<file path="src/fecs_pkg.sv">
// Shared types, opcodes and constants of the flash erase command sequencer.
// No dependencies; used by every module of the block.
`timescale 1ns / 1ps

package fecs_pkg;

    // Field widths
    localparam int FIRST_W = 24;
    localparam int END_W   = 25;
    localparam int NEXT_W  = 25;
    localparam int REMAIN_W = 26;

    // Defaults for the top-level parameters
    localparam int DEF_PAGE_SIZE    = 512;
    localparam int DEF_ADDRESS_BITS = 24;

    // Chip type codes
    localparam logic [1:0] CHIP_DATAFLASH = 2'd1;
    localparam logic [1:0] CHIP_NOR       = 2'd2;

    // Input operation codes
    localparam logic OP_START = 1'b0;
    localparam logic OP_READY = 1'b1;

    // Flash command bytes
    localparam logic [7:0] CMD_WRITE_ENABLE = 8'h06;
    localparam logic [7:0] CMD_DF_BLOCK     = 8'h50;
    localparam logic [7:0] CMD_DF_PAGE      = 8'h81;
    localparam logic [7:0] CMD_NOR_SECTOR   = 8'hd8;
    localparam logic [7:0] CMD_NOR_PAGE     = 8'hdb;

    // Frame lengths in bytes
    localparam logic [2:0] LEN_WRITE_ENABLE = 3'd1;
    localparam logic [2:0] LEN_ERASE        = 3'd4;

    // Erase unit sizes and alignment masks
    localparam logic [NEXT_W-1:0] DF_BLOCK_BYTES   = 25'd4096;
    localparam logic [NEXT_W-1:0] NOR_SECTOR_BYTES = 25'd65536;
    localparam logic [NEXT_W-1:0] NOR_PAGE_BYTES   = 25'd256;
    localparam logic [NEXT_W-1:0] DF_BLOCK_MASK    = 25'h000e00;
    localparam logic [NEXT_W-1:0] NOR_SECTOR_MASK  = 25'h00ff00;

    // Output frame queue
    localparam int QUEUE_DEPTH = 4;
    localparam int QPTR_W      = 2;
    localparam int QCNT_W      = 3;

    // Configuration register map
    localparam int PADDR_W = 3;
    localparam logic REG_CHIP_TYPE = 1'b0;

    // One frame sent toward the flash
    typedef struct packed {
        logic [7:0] opcode;
        logic [7:0] addr_byte1;
        logic [7:0] addr_byte2;
        logic [7:0] addr_byte3;
        logic [2:0] frame_bytes;
        logic       range_complete;
        logic       last;
    } frame_t;

    // Frames produced by one input item
    typedef struct packed {
        logic [1:0] count;
        frame_t     first;
        frame_t     second;
    } push_t;

    // One accepted input item
    typedef struct packed {
        logic               operation;
        logic [FIRST_W-1:0] first_address;
        logic [END_W-1:0]   end_address;
    } item_t;

endpackage

</file>
<file path="src/fecs_cfg.sv">
// APB-style configuration register file holding the chip type.
// Depends on fecs_pkg.
`timescale 1ns / 1ps

module fecs_cfg (
    input  logic                        aclk,
    input  logic                        aresetn,
    input  logic                        psel,
    input  logic                        penable,
    input  logic                        pwrite,
    input  logic [fecs_pkg::PADDR_W-1:0] paddr,
    input  logic [31:0]                 pwdata,
    output logic [31:0]                 prdata,
    output logic                        pready,
    output logic [1:0]                  chip_type
);

    logic [1:0] chip_type_reg;
    logic [1:0] chip_type_next;
    logic       reg_idx;
    logic       wr_en;

    assign reg_idx = paddr[2];
    assign wr_en   = psel && penable && pwrite;
    assign pready  = 1'b1;

    // Register write decode.
    always_comb begin
        chip_type_next = chip_type_reg;
        if (wr_en) begin
            unique case (reg_idx)
                fecs_pkg::REG_CHIP_TYPE: chip_type_next = pwdata[1:0];
                default:                 chip_type_next = chip_type_reg;
            endcase
        end
    end

    // Read back.
    always_comb begin
        unique case (reg_idx)
            fecs_pkg::REG_CHIP_TYPE: prdata = {30'd0, chip_type_reg};
            default:                 prdata = 32'd0;
        endcase
    end

    always_ff @(posedge aclk) begin
        if (!aresetn) begin
            chip_type_reg <= 2'd0;
        end else begin
            chip_type_reg <= chip_type_next;
        end
    end

    assign chip_type = chip_type_reg;

endmodule

</file>
<file path="src/fecs_step.sv">
// Input register, range state and single-pass step logic of the sequencer.
// Depends on fecs_pkg; feeds frames into fecs_queue.
`timescale 1ns / 1ps

module fecs_step #(
    parameter int PAGE_SIZE    = fecs_pkg::DEF_PAGE_SIZE,
    parameter int ADDRESS_BITS = fecs_pkg::DEF_ADDRESS_BITS
) (
    input  logic                aclk,
    input  logic                aresetn,
    input  logic                in_valid,
    output logic                in_ready,
    input  fecs_pkg::item_t     in_item,
    input  logic [1:0]          chip_type,
    input  logic                queue_room,
    output fecs_pkg::push_t     push
);

    localparam int NW = fecs_pkg::NEXT_W;
    localparam int FW = fecs_pkg::FIRST_W;
    localparam int RW = fecs_pkg::REMAIN_W;
    localparam logic [NW-1:0] LIM       = NW'(1) << ADDRESS_BITS;
    localparam logic [NW-1:0] ADDR_MASK = LIM - NW'(1);
    localparam logic [FW-1:0] PMASK     = FW'(PAGE_SIZE - 1);
    localparam logic [NW-1:0] PAGE_INC  = NW'(PAGE_SIZE);
    localparam logic [RW-1:0] PAGE_RW   = RW'(PAGE_SIZE);

    logic              in_valid_reg;
    logic              op_reg;
    logic [FW-1:0]     start_begin_reg;
    logic [FW-1:0]     start_stop_reg;
    logic [NW-1:0]     next_addr_reg;
    logic [NW-1:0]     next_addr_next;
    logic [FW-1:0]     stop_addr_reg;
    logic [FW-1:0]     stop_addr_next;
    logic              busy_reg;
    logic              busy_next;
    logic              consume;

    logic [FW-1:0]     first_w;
    logic [NW-1:0]     end_sat;
    logic [NW-1:0]     end_m1;
    logic [FW-1:0]     stop_pick;
    logic [FW-1:0]     start_stop;
    logic [FW-1:0]     start_begin;
    logic              is_start;
    logic              known_chip;
    logic [NW-1:0]     cur_a;
    logic [FW-1:0]     cur_stop;
    logic [RW-1:0]     remain;
    logic              big;
    logic [NW-1:0]     step_next;
    logic              done;
    fecs_pkg::frame_t  erase_f;
    fecs_pkg::frame_t  wren_f;

    // Page alignment of a new range, done before the input register. An empty
    // or reversed range keeps the page of the first address; the end is
    // clamped to the device size.
    assign first_w     = in_item.first_address & ADDR_MASK[FW-1:0];
    assign end_sat     = (in_item.end_address > LIM) ? LIM : in_item.end_address;
    assign end_m1      = end_sat - NW'(1);
    assign stop_pick   = (end_sat <= {1'b0, first_w}) ? first_w : end_m1[FW-1:0];
    assign start_stop  = stop_pick | PMASK;
    assign start_begin = first_w & ~PMASK;

    // Input register: a new transfer enters when none is held or the held item moves on.
    assign consume  = in_valid_reg && queue_room;
    assign in_ready = !in_valid_reg || consume;

    always_ff @(posedge aclk) begin
        if (!aresetn) begin
            in_valid_reg <= 1'b0;
        end else if (in_ready) begin
            in_valid_reg <= in_valid;
        end
    end

    always_ff @(posedge aclk) begin
        if (in_valid && in_ready) begin
            op_reg          <= in_item.operation;
            start_begin_reg <= start_begin;
            start_stop_reg  <= start_stop;
        end
    end

    assign is_start   = (op_reg == fecs_pkg::OP_START);
    assign known_chip = (chip_type == fecs_pkg::CHIP_DATAFLASH) ||
                        (chip_type == fecs_pkg::CHIP_NOR);

    // Address and bound of the step taken now.
    assign cur_a    = is_start ? {1'b0, start_begin_reg} : next_addr_reg;
    assign cur_stop = is_start ? start_stop_reg : stop_addr_reg;
    assign remain   = {2'b00, cur_stop} + PAGE_RW - {1'b0, cur_a};

    // Pick the erase size and build the erase frame.
    always_comb begin
        erase_f                = '0;
        erase_f.frame_bytes    = fecs_pkg::LEN_ERASE;
        erase_f.last           = 1'b1;
        big                    = 1'b0;
        step_next              = cur_a;
        if (chip_type == fecs_pkg::CHIP_NOR) begin
            big = ((cur_a & fecs_pkg::NOR_SECTOR_MASK) == '0) &&
                  (remain >= RW'(fecs_pkg::NOR_SECTOR_BYTES));
            step_next = cur_a + (big ? fecs_pkg::NOR_SECTOR_BYTES
                                     : fecs_pkg::NOR_PAGE_BYTES);
            erase_f.opcode     = big ? fecs_pkg::CMD_NOR_SECTOR : fecs_pkg::CMD_NOR_PAGE;
            erase_f.addr_byte1 = cur_a[23:16];
            erase_f.addr_byte2 = cur_a[15:8];
            erase_f.addr_byte3 = cur_a[7:0];
        end else begin
            big = ((cur_a & fecs_pkg::DF_BLOCK_MASK) == '0) &&
                  (remain >= RW'(fecs_pkg::DF_BLOCK_BYTES));
            step_next = cur_a + (big ? fecs_pkg::DF_BLOCK_BYTES : PAGE_INC);
            erase_f.opcode     = big ? fecs_pkg::CMD_DF_BLOCK : fecs_pkg::CMD_DF_PAGE;
            erase_f.addr_byte1 = cur_a[22:15];
            erase_f.addr_byte2 = cur_a[14:7];
            erase_f.addr_byte3 = 8'd0;
        end
        done                   = (step_next > {1'b0, cur_stop});
        erase_f.range_complete = done;
    end

    // The write-enable frame that opens every serial NOR erase.
    always_comb begin
        wren_f             = '0;
        wren_f.opcode      = fecs_pkg::CMD_WRITE_ENABLE;
        wren_f.frame_bytes = fecs_pkg::LEN_WRITE_ENABLE;
    end

    // Frames for the queue and the next range state.
    always_comb begin
        push           = '0;
        next_addr_next = next_addr_reg;
        stop_addr_next = stop_addr_reg;
        busy_next      = busy_reg;
        if (consume && (is_start || busy_reg)) begin
            if (!known_chip) begin
                busy_next = 1'b0;
            end else begin
                next_addr_next = step_next;
                stop_addr_next = cur_stop;
                busy_next      = !done;
                if (chip_type == fecs_pkg::CHIP_NOR) begin
                    push.count  = 2'd2;
                    push.first  = wren_f;
                    push.second = erase_f;
                end else begin
                    push.count = 2'd1;
                    push.first = erase_f;
                end
            end
        end
    end

    always_ff @(posedge aclk) begin
        if (!aresetn) begin
            next_addr_reg <= '0;
            stop_addr_reg <= '0;
            busy_reg      <= 1'b0;
        end else begin
            next_addr_reg <= next_addr_next;
            stop_addr_reg <= stop_addr_next;
            busy_reg      <= busy_next;
        end
    end

endmodule

</file>
<file path="src/fecs_queue.sv">
// Four-entry frame queue that takes up to two frames per cycle and sends one while its output is ready.
// Depends on fecs_pkg.
`timescale 1ns / 1ps

module fecs_queue (
    input  logic             aclk,
    input  logic             aresetn,
    input  fecs_pkg::push_t  push,
    output logic             room,
    output logic             out_valid,
    input  logic             out_ready,
    output fecs_pkg::frame_t out_frame
);

    localparam int PW = fecs_pkg::QPTR_W;
    localparam int CW = fecs_pkg::QCNT_W;

    fecs_pkg::frame_t entry_reg [fecs_pkg::QUEUE_DEPTH];
    logic [PW-1:0]    wr_ptr_reg;
    logic [PW-1:0]    wr_ptr_next;
    logic [PW-1:0]    rd_ptr_reg;
    logic [PW-1:0]    rd_ptr_next;
    logic [CW-1:0]    count_reg;
    logic [CW-1:0]    count_next;
    logic [PW-1:0]    wr_ptr_plus1;
    logic             pop;

    // Room for a full two-frame push, judged on the registered count.
    assign room      = (count_reg <= CW'(fecs_pkg::QUEUE_DEPTH - 2));
    assign out_valid = (count_reg != '0);
    assign out_frame = entry_reg[rd_ptr_reg];
    assign pop       = out_valid && out_ready;

    assign wr_ptr_plus1 = wr_ptr_reg + PW'(1);

    // Pointer and occupancy update.
    always_comb begin
        wr_ptr_next = wr_ptr_reg + PW'(push.count);
        rd_ptr_next = rd_ptr_reg + PW'(pop);
        count_next  = count_reg + CW'(push.count) - CW'(pop);
    end

    always_ff @(posedge aclk) begin
        if (!aresetn) begin
            wr_ptr_reg <= '0;
            rd_ptr_reg <= '0;
            count_reg  <= '0;
        end else begin
            wr_ptr_reg <= wr_ptr_next;
            rd_ptr_reg <= rd_ptr_next;
            count_reg  <= count_next;
        end
    end

    // Frame storage.
    always_ff @(posedge aclk) begin
        if (push.count != 2'd0) begin
            entry_reg[wr_ptr_reg] <= push.first;
        end
        if (push.count == 2'd2) begin
            entry_reg[wr_ptr_plus1] <= push.second;
        end
    end

endmodule

</file>
<file path="src/flash_erase_command_sequencer.sv">
// Channel    Dir  Ports                     Contents
// s_         in   tvalid tready tdata tuser  start range or device-ready transfer
// m_         out  tvalid tready tdata tuser  one flash command frame per transfer
// apb        in   psel penable pwrite ...    chip type register at address 0
//
// An input transfer is page-aligned on its way into the input register; from
// there, once the queue has room, the step logic reads the range state and
// writes its frames into a four-entry queue, whose head is offered on the frame
// port. Dataflash steps take one item per cycle while the output is ready;
// serial NOR steps emit two frames each, so for them the output port sets the
// pace. Reset (aresetn low, synchronous) clears the queue, the range state and
// the chip type. A stalled output holds its frame; input is still taken while
// the queue has room for two frames.
// Depends on fecs_pkg, fecs_cfg, fecs_step and fecs_queue.
`timescale 1ns / 1ps

module flash_erase_command_sequencer #(
    parameter int PAGE_SIZE    = fecs_pkg::DEF_PAGE_SIZE,
    parameter int ADDRESS_BITS = fecs_pkg::DEF_ADDRESS_BITS
) (
    input  logic                         aclk,
    input  logic                         aresetn,
    // Input stream
    input  logic                         s_tvalid,
    output logic                         s_tready,
    input  logic [55:0]                  s_tdata,  // first_address, end_address, pad
    input  logic [0:0]                   s_tuser,  // operation
    // Frame stream
    output logic                         m_tvalid,
    input  logic                         m_tready,
    output logic [31:0]                  m_tdata,  // opcode, addr_byte1, addr_byte2, addr_byte3
    output logic [3:0]                   m_tuser,  // frame_bytes[2:0], range_complete[3]
    output logic                         m_tlast,
    // Configuration
    input  logic                         psel,
    input  logic                         penable,
    input  logic                         pwrite,
    input  logic [fecs_pkg::PADDR_W-1:0] paddr,
    input  logic [31:0]                  pwdata,
    output logic [31:0]                  prdata,
    output logic                         pready
);

    fecs_pkg::item_t  in_item;
    fecs_pkg::push_t  push;
    fecs_pkg::frame_t out_frame;
    logic [1:0]       chip_type;
    logic             queue_room;

    // Unpack the input transfer.
    assign in_item.operation     = s_tuser[0];
    assign in_item.first_address = s_tdata[23:0];
    assign in_item.end_address   = s_tdata[48:24];

    fecs_cfg u_cfg (
        .aclk      (aclk),
        .aresetn   (aresetn),
        .psel      (psel),
        .penable   (penable),
        .pwrite    (pwrite),
        .paddr     (paddr),
        .pwdata    (pwdata),
        .prdata    (prdata),
        .pready    (pready),
        .chip_type (chip_type)
    );

    fecs_step #(
        .PAGE_SIZE    (PAGE_SIZE),
        .ADDRESS_BITS (ADDRESS_BITS)
    ) u_step (
        .aclk       (aclk),
        .aresetn    (aresetn),
        .in_valid   (s_tvalid),
        .in_ready   (s_tready),
        .in_item    (in_item),
        .chip_type  (chip_type),
        .queue_room (queue_room),
        .push       (push)
    );

    fecs_queue u_queue (
        .aclk      (aclk),
        .aresetn   (aresetn),
        .push      (push),
        .room      (queue_room),
        .out_valid (m_tvalid),
        .out_ready (m_tready),
        .out_frame (out_frame)
    );

    // Pack the outgoing frame.
    assign m_tdata = {out_frame.addr_byte3, out_frame.addr_byte2,
                      out_frame.addr_byte1, out_frame.opcode};
    assign m_tuser = {out_frame.range_complete, out_frame.frame_bytes};
    assign m_tlast = out_frame.last;

endmodule

</file>
<file path="config.mk">
export PLATFORM = sky130hd
export DESIGN_NAME = flash_erase_command_sequencer
export DESIGN_NICKNAME = d
export VERILOG_FILES = /design/src/fecs_pkg.sv /design/src/fecs_cfg.sv /design/src/fecs_step.sv /design/src/fecs_queue.sv /design/src/flash_erase_command_sequencer.sv
export SDC_FILE = /design/constraint.sdc
export NUM_CORES = 1
export LEC_CHECK = 0
export ABC_AREA = 1
export BUFFER_PORTS_ARGS = -buffer_cell sky130_fd_sc_hd__buf_2
export CORE_MARGIN = 5
export CORE_UTILIZATION = 55
export DETAILED_ROUTE_END_ITERATION = 8
export PLACE_DENSITY = 0.76
export SYNTH_ARGS = -nofsm -noshare
export SYNTH_HDL_FRONTEND = slang
export SYNTH_SLANG_ARGS = --single-unit
</file>
<file path="constraint.sdc">
create_clock -name aclk -period 7 [get_ports aclk]
set_input_delay 1.4 -clock aclk [delete_from_list [all_inputs] [get_ports aclk]]
set_output_delay 1.4 -clock aclk [all_outputs]
set_load 0.03 [all_outputs]
</file>
==> results.toml, run 1 <==
[drt]
post_drt_via_cell_ratio = 5.494
drtPass1Iterations = 6
drc = 0
routedWlPerCell_um = 16.25
routed_wl_um = 38350
ant_nets = 0
dr_total_vias = 12970
drt-initial-drc-count = 1143

[global_routing]
antenna_found_initial = 0
grt_pass1_wl_um = 59400
grt_max_degree = 65
grt_pass1_vias = 12360
grt_overflow = 0
grt_util_all_layers_pct = 24.87

[finish]
largest_reg_flops = 128
final_cell_mix = "nand2_1 (342), inv_1 (303), nor2_1 (245)"
antennaDiodeCount = 0
instances_no_fill = 2360
syn_to_final_growth_pct = 15.18
post-route-util_pct = 63.64
drive_gt1_share_pct = 15.75
nets = 2194
finalInstanceArea_mm2 = 0.01644
final_common_cell = "nand2_1"

[critical_path]
cpMaxStageDelayCell = "edfxtp_1"
cp_max_fo = 7
worst_ep_arrival_time_ns = 7.24
cp-end-kind = "flip-flop"
start_kind = "flip-flop"
path_class = "flip-flop to flip-flop"
critPathRequiredTime_ns = 7.26
cp-startpoint = "u_step.op_reg"
cp_slowest_stage_delay_ns = 0.44
crit_path_frequent_cell = "nand2_1"
crit-reg2reg-launch = "u_step.op_reg"

[logic_synthesis]
synth_cell_type_count = 53
synth-seq-area-share_pct = 41.58
synth_fa_ha_area_share_pct = 7.818
synth_xor_area_share_pct = 1.762
yosys_register_bits = 219
avgSynthCellArea_um2 = 7.638
synth_simple_gate_area_share_pct = 22.51
synth_top_family_by_area = "simple AND/OR/NAND/NOR gates"
syn_inst = 1869
muxShareOfSynthArea_pct = 0.2805
syn_area_mm2 = 0.01427
ys.warnings.count = 0
synth-compound-area-share_pct = 13.91

[sta]
skew_ns = 0.02230
slew_violations = 0
rsz0062_at_grt = "true"
setup_violations = 0
fmax_mhz = 143.2
max_slew_margin_pct = 28.39
finalHoldViolations = 0
period_share_pct = 99.74
period_minus_slack_ns = 6.982
tightest_slew_ns = 1.073

[die]
ios = 171
start_util_pct = 55.25
fp-row-count = 59
die_x_um = 171.1
core_area_mm2 = 0.02584
die_y_um = 171.1
dieArea_mm2 = 0.02928

[power_and_ir_drop]
ir_drop_uv = 252.6
power.total_mw = 4.137
leakagePower_nw = 7.909
power.density_mw_per_mm2 = 251.6

[clock_tree]
cts_tree = "yes"
cts.sinks = 219
clock_path_buffers = 3
clk_latency_ns = 0.52
h-tree-depth = 1
cts_hold_buffers = 0
cts_buffers = 24
clkTransAtPathRegs_ns = 0.06
cts_root_buffer = "clkbuf_16"

[placement]
placed_area_mm2 = 0.01533
post-place-cells = 2301
gp_congestion = 0.9455
port_buffers = 98
hpwl_um = 26630

[worst_hold_path]
hold_class = "flip-flop to flip-flop"
hold_start = "u_step.stop_addr_reg[0]"

[outcome]
status = "complete, no violations"

[job]
drv_cap = 0
## Yosys cell counts, drive strengths merged
cell type / n / area [um^2]
a2111oi: 1 / 8.760
a211oi: 5 / 37.54
a21boi: 2 / 15.01
a21oi: 76 / 395.4
a31oi: 8 / 50.05
a41oi: 1 / 8.760
and2: 2 / 12.51
and3: 1 / 6.260
buf: 46 / 327.8
clkbuf: 57 / 214.0
clkinv: 1 / 3.750
conb: 2 / 7.510
dfxtp: 64 / 1281
edfxtp: 155 / 4654
fa: 2 / 40.04
ha: 86 / 1076
inv: 313 / 1180
mux2i: 4 / 40.04
nand2: 359 / 1383
nand3: 75 / 410.4
nand3b: 6 / 45.04
nand4: 20 / 140.1
nor2: 260 / 1001
nor3: 16 / 100.1
nor4: 4 / 25.02
o211ai: 3 / 22.52
o21a: 3 / 22.52
o21ai: 159 / 814.5
o21bai: 1 / 7.510
o22ai: 95 / 594.3
o41ai: 1 / 8.760
or2: 14 / 90.09
xnor2: 5 / 51.30
xor2: 22 / 200.2
## area by class of cell
cell class,instances,area [um^2]
fill,2202,9395
inverter,314,1184
clock buffer,37,721.9
timing repair buffer,184,1170
clock inverter,7,75.07
multi-input combinational,1264,6935
tap,335,419.2
sequential,219,5937
## path summary, 6_finish.rpt
kind | slack, ns | cells after the start | end
max | 0.02 | 45 | u_queue.entry_reg[3][1]
min | 0.45 | 2 | u_step.stop_addr_reg[0]
min reg2reg | 0.45 | 2 | u_step.stop_addr_reg[0]
max reg2reg | 0.02 | 45 | u_queue.entry_reg[3][1]
## routing by layer
layer	track usage (%)	routed length (um)
met2	43.83	18940
met3	3.628	3093
met4	7.096	865
met1	31.95	15450
met5	0	0
## worst max-delay path: cells and delay by family, from the launching register on
kind / cells / cell delay [ns]
and+or+nand+nor: 29 / 3.39
adders and majority gates: 5 / 1.23
AOI/OAI and AO/OA: 6 / 0.99
DFF: 1 / 0.44
xor gates and xnor gates: 2 / 0.39
buffers and inverters: 3 / 0.29
## timing repair
| item | in CTS | in global routing |
|---|---|---|
| setup buffers | 0 | 14 |
| gates resized for setup | 0 | 46 |
| endpoints found under the setup margin | 0 | 5 |
## per-stage QoR
step                      setup TNS, ns  hold slack [ns]  worst slack (ns)
after floorplan                       0           0.4292            0.8620
after global placement                0           0.4386            0.2713
after detailed placement              0           0.4441            0.1013
after CTS                             0           0.4527           0.03903
after global routing             -1.630           0.4617           -0.3747
final                                 0           0.4513           0.01789
## where the power goes
group,total (mW),switching (mW),leakage (nW),internal (mW)
clock,1.26,0.513,0.391,0.751
combinational,1.42,0.968,5.36,0.453
sequential,1.45,0.0324,2.16,1.42
## cells by family (layout without fill, tap and decap cells)
group | count (synthesis) | in the layout
adders and majority gates | 88 | 88
xor gates and xnor gates | 27 | 27
buffers and inverters | 417 | 542
AOI/OAI and AO/OA | 355 | 355
and+or+nand+nor | 757 | 757
DFF | 219 | 219
other | 2 | 33
muxes | 4 | 4
(Power assumes the default switching activity.)
==> inputs of run 2 (changes only) <==
- ABC_AREA: 1 -> unset
==> results.toml, run 2 <==
[outcome]
status = "finished, violations left"
violations = "negative setup slack"

[placement]
port_buffers = 98
hpwl_um = 24490
gp_congestion = 0.9208
post-place-cells = 1836
dpl_worst_slack_ns = -0.4701

[critical_path]
start_kind = "flip-flop"
cp_slowest_stage_delay_ns = 0.50
path_buf_inv = 4
worst_ep_arrival_time_ns = 7.54
cpMaxStageDelayCell = "edfxtp_1"
path_class = "flip-flop to flip-flop"
cp-end-kind = "flip-flop"
cp_max_fo = 4
critPathRequiredTime_ns = 7.25
crit_path_frequent_cell = "nor2b_4"
crit_family = "simple AND/OR/NAND/NOR gates"

[die]
die_y_um = 167.5
ios = 171
core_area_mm2 = 0.02439
die_x_um = 167.5
fp-row-count = 57
start_util_pct = 55.94
dieArea_mm2 = 0.02806

[drt]
dr_total_vias = 10920
routedWlPerCell_um = 18.14
routed_wl_um = 34410
ant_nets = 0
drtPass1Iterations = 5
drc = 0
drt-initial-drc-count = 774
post_drt_via_cell_ratio = 5.759

[logic_synthesis]
async_flop_share_pct = 0
yosys.area.top_type = "edfxtp_1"
ys.flop_type = "edfxtp_1"
avgSynthCellArea_um2 = 10.35
post-synth-top-count-cell = "edfxtp_1"
ys.warnings.count = 0
synth_edf_count = 155
synth.area.top_cells = "edfxtp_1 (34%), dfxtp_1 (9.4%), ha_1 (7.9%)"
yosys_register_bits = 219
synth_top_area_share_pct = 34.11
syn_inst = 1318
syn_area_mm2 = 0.01364
synth_cell_type_count = 93
synth-seq-area-share_pct = 43.50
synth_common_cells = "edfxtp_1 (155), nand2_1 (148), nor2_1 (92), ha_1 (86), inv_1 (80)"

[finish]
final_cell_mix = "buf_4 (178), edfxtp_1 (155), nand2_1 (141)"
largest_reg_flops = 128
fill_cells = 1837
drive_gt1_share_pct = 29.18
post-route-util_pct = 68.25
final_common_cell = "buf_4"
nets = 1744
antennaDiodeCount = 0
regArea_mm2 = 0.005937
instances_no_fill = 1897
syn_to_final_growth_pct = 22.00
multi_input_area_mm2 = 0.007320

[sta]
finalHoldViolations = 0
tightest_slew_ns = 1.044
period_minus_slack_ns = 7.288
slew_violations = 0
fmax_mhz = 137.2
skew_ns = 0.02185
setup_violations = 5
rsz0062_at_grt = "true"
fin_ws_ns = -0.2879
period_share_pct = 104.1
max_slew_margin_pct = 30.42

[global_routing]
grt_util_all_layers_pct = 23.86
grt_pass1_vias = 11150
grt_overflow = 0
grt_max_degree = 62
grt_pass1_wl_um = 55340
antenna_found_initial = 0

[clock_tree]
cts_hold_buffers = 0
cts_root_buffer = "clkbuf_16"
h-tree-depth = 1
cts_tree = "yes"
cts_buffers = 22
clock_path_buffers = 3
cts.sinks = 219
clk_latency_ns = 0.53
clkTransAtPathRegs_ns = 0.07

[power_and_ir_drop]
ir_drop_uv = 157.4
power.density_mw_per_mm2 = 233.8
leakagePower_nw = 6.904

[worst_hold_path]
hold_class = "flip-flop to flip-flop"

[job]
drv_cap = 0
-- run 2: cell types whose count changed after synthesis, sizes merged, moves of 26 or more --
cell,delta
nor2,-165
mux4,+32
nand2,-206
inv,-231
nor2b,+43
nand3,-53
mux2i,+27
o22ai,-29
o21ai,-113
a21oi,-32
xnor2,+26
-- run 2: final cells by class --
cell class                      instances  share of cell area [%]
Clock buffer                           27                   3.668
Clock inverter                         13                  0.9546
Inverter                               83                   1.872
Multi-Input combinational cell        949                   43.97
Sequential cell                       219                   35.67
Tap cell                              324                   2.435
Timing Repair Buffer                  282                   11.43
-- run 2: report_power, final --
part	internal, mW	switching (mW)	leakage, nW
logic	0.539	0.664	4.52
clock network	0.737	0.510	0.376
registers	1.42	0.0228	2.01
total	2.69	1.20	6.90
-- run 2: worst paths after layout --
check / start / end / slack, ns / depth (start not counted)
max: u_step.op_reg / u_queue.entry_reg[3][1] / -0.29 / 35
min: u_step.next_addr_reg[19] / u_step.next_addr_reg[19] / 0.45 / 2
max reg2reg: u_step.op_reg / u_queue.entry_reg[3][1] / -0.29 / 35
min reg2reg: u_step.next_addr_reg[19] / u_step.next_addr_reg[19] / 0.45 / 2
-- run 2: cells by family after synthesis --
| family | share of synthesized area (%) |
|---|---|
| simple gates | 15.68 |
| compound gates | 13.91 |
| flops | 43.50 |
| buf+inv | 6.795 |
| fa+ha+maj | 8.262 |
| mux | 8.849 |
| xor+xnor | 2.944 |
| other cells | 0.05504 |
-- run 2: metrics by stage --
step	TNS [ns]	power (mW)	instance area, um^2	hold WS (ns)
after floorplan	-0.1213	2.167	13860	0.4316
after global placement	-1.687	2.581	15360	0.4409
after detailed placement	-2.193	2.600	15360	0.4474
after CTS	-1.198	3.865	16390	0.4549
after global routing	-2.895	4.064	16650	0.4795
final	-1.287	3.891	16650	0.4545
-- run 2: timing repair --
item                                    CTS  global route
buffers inserted                         12            10
gates resized for setup                  32            38
endpoints found under the setup margin    5             5
pin swaps                                11            22
-- run 2: worst register-to-register path, delay by kind of cell (launching register included) --
family	cells	cell delay [ns]
AO/OA/AOI/OAI	11	1.74
XOR/XNOR	2	0.36
adder cells (fa/ha/maj)	3	0.94
buffers and inverters	4	0.53
flip-flops	1	0.50
AND/OR/NAND/NOR	15	2.95
-- run 2: metal layers --
layer | share of wire (%) | track usage, % | vias up | wire, um
met4 | 2.2 | 6.598 | 0 | 753
met2 | 49 | 41.80 | 464 | 17020
met3 | 8.4 | 4.102 | 63 | 2894
met1 | 40 | 30.69 | 5177 | 13750
met5 | 0 | 0 | - | 0
li1 | - | - | 5220 | -
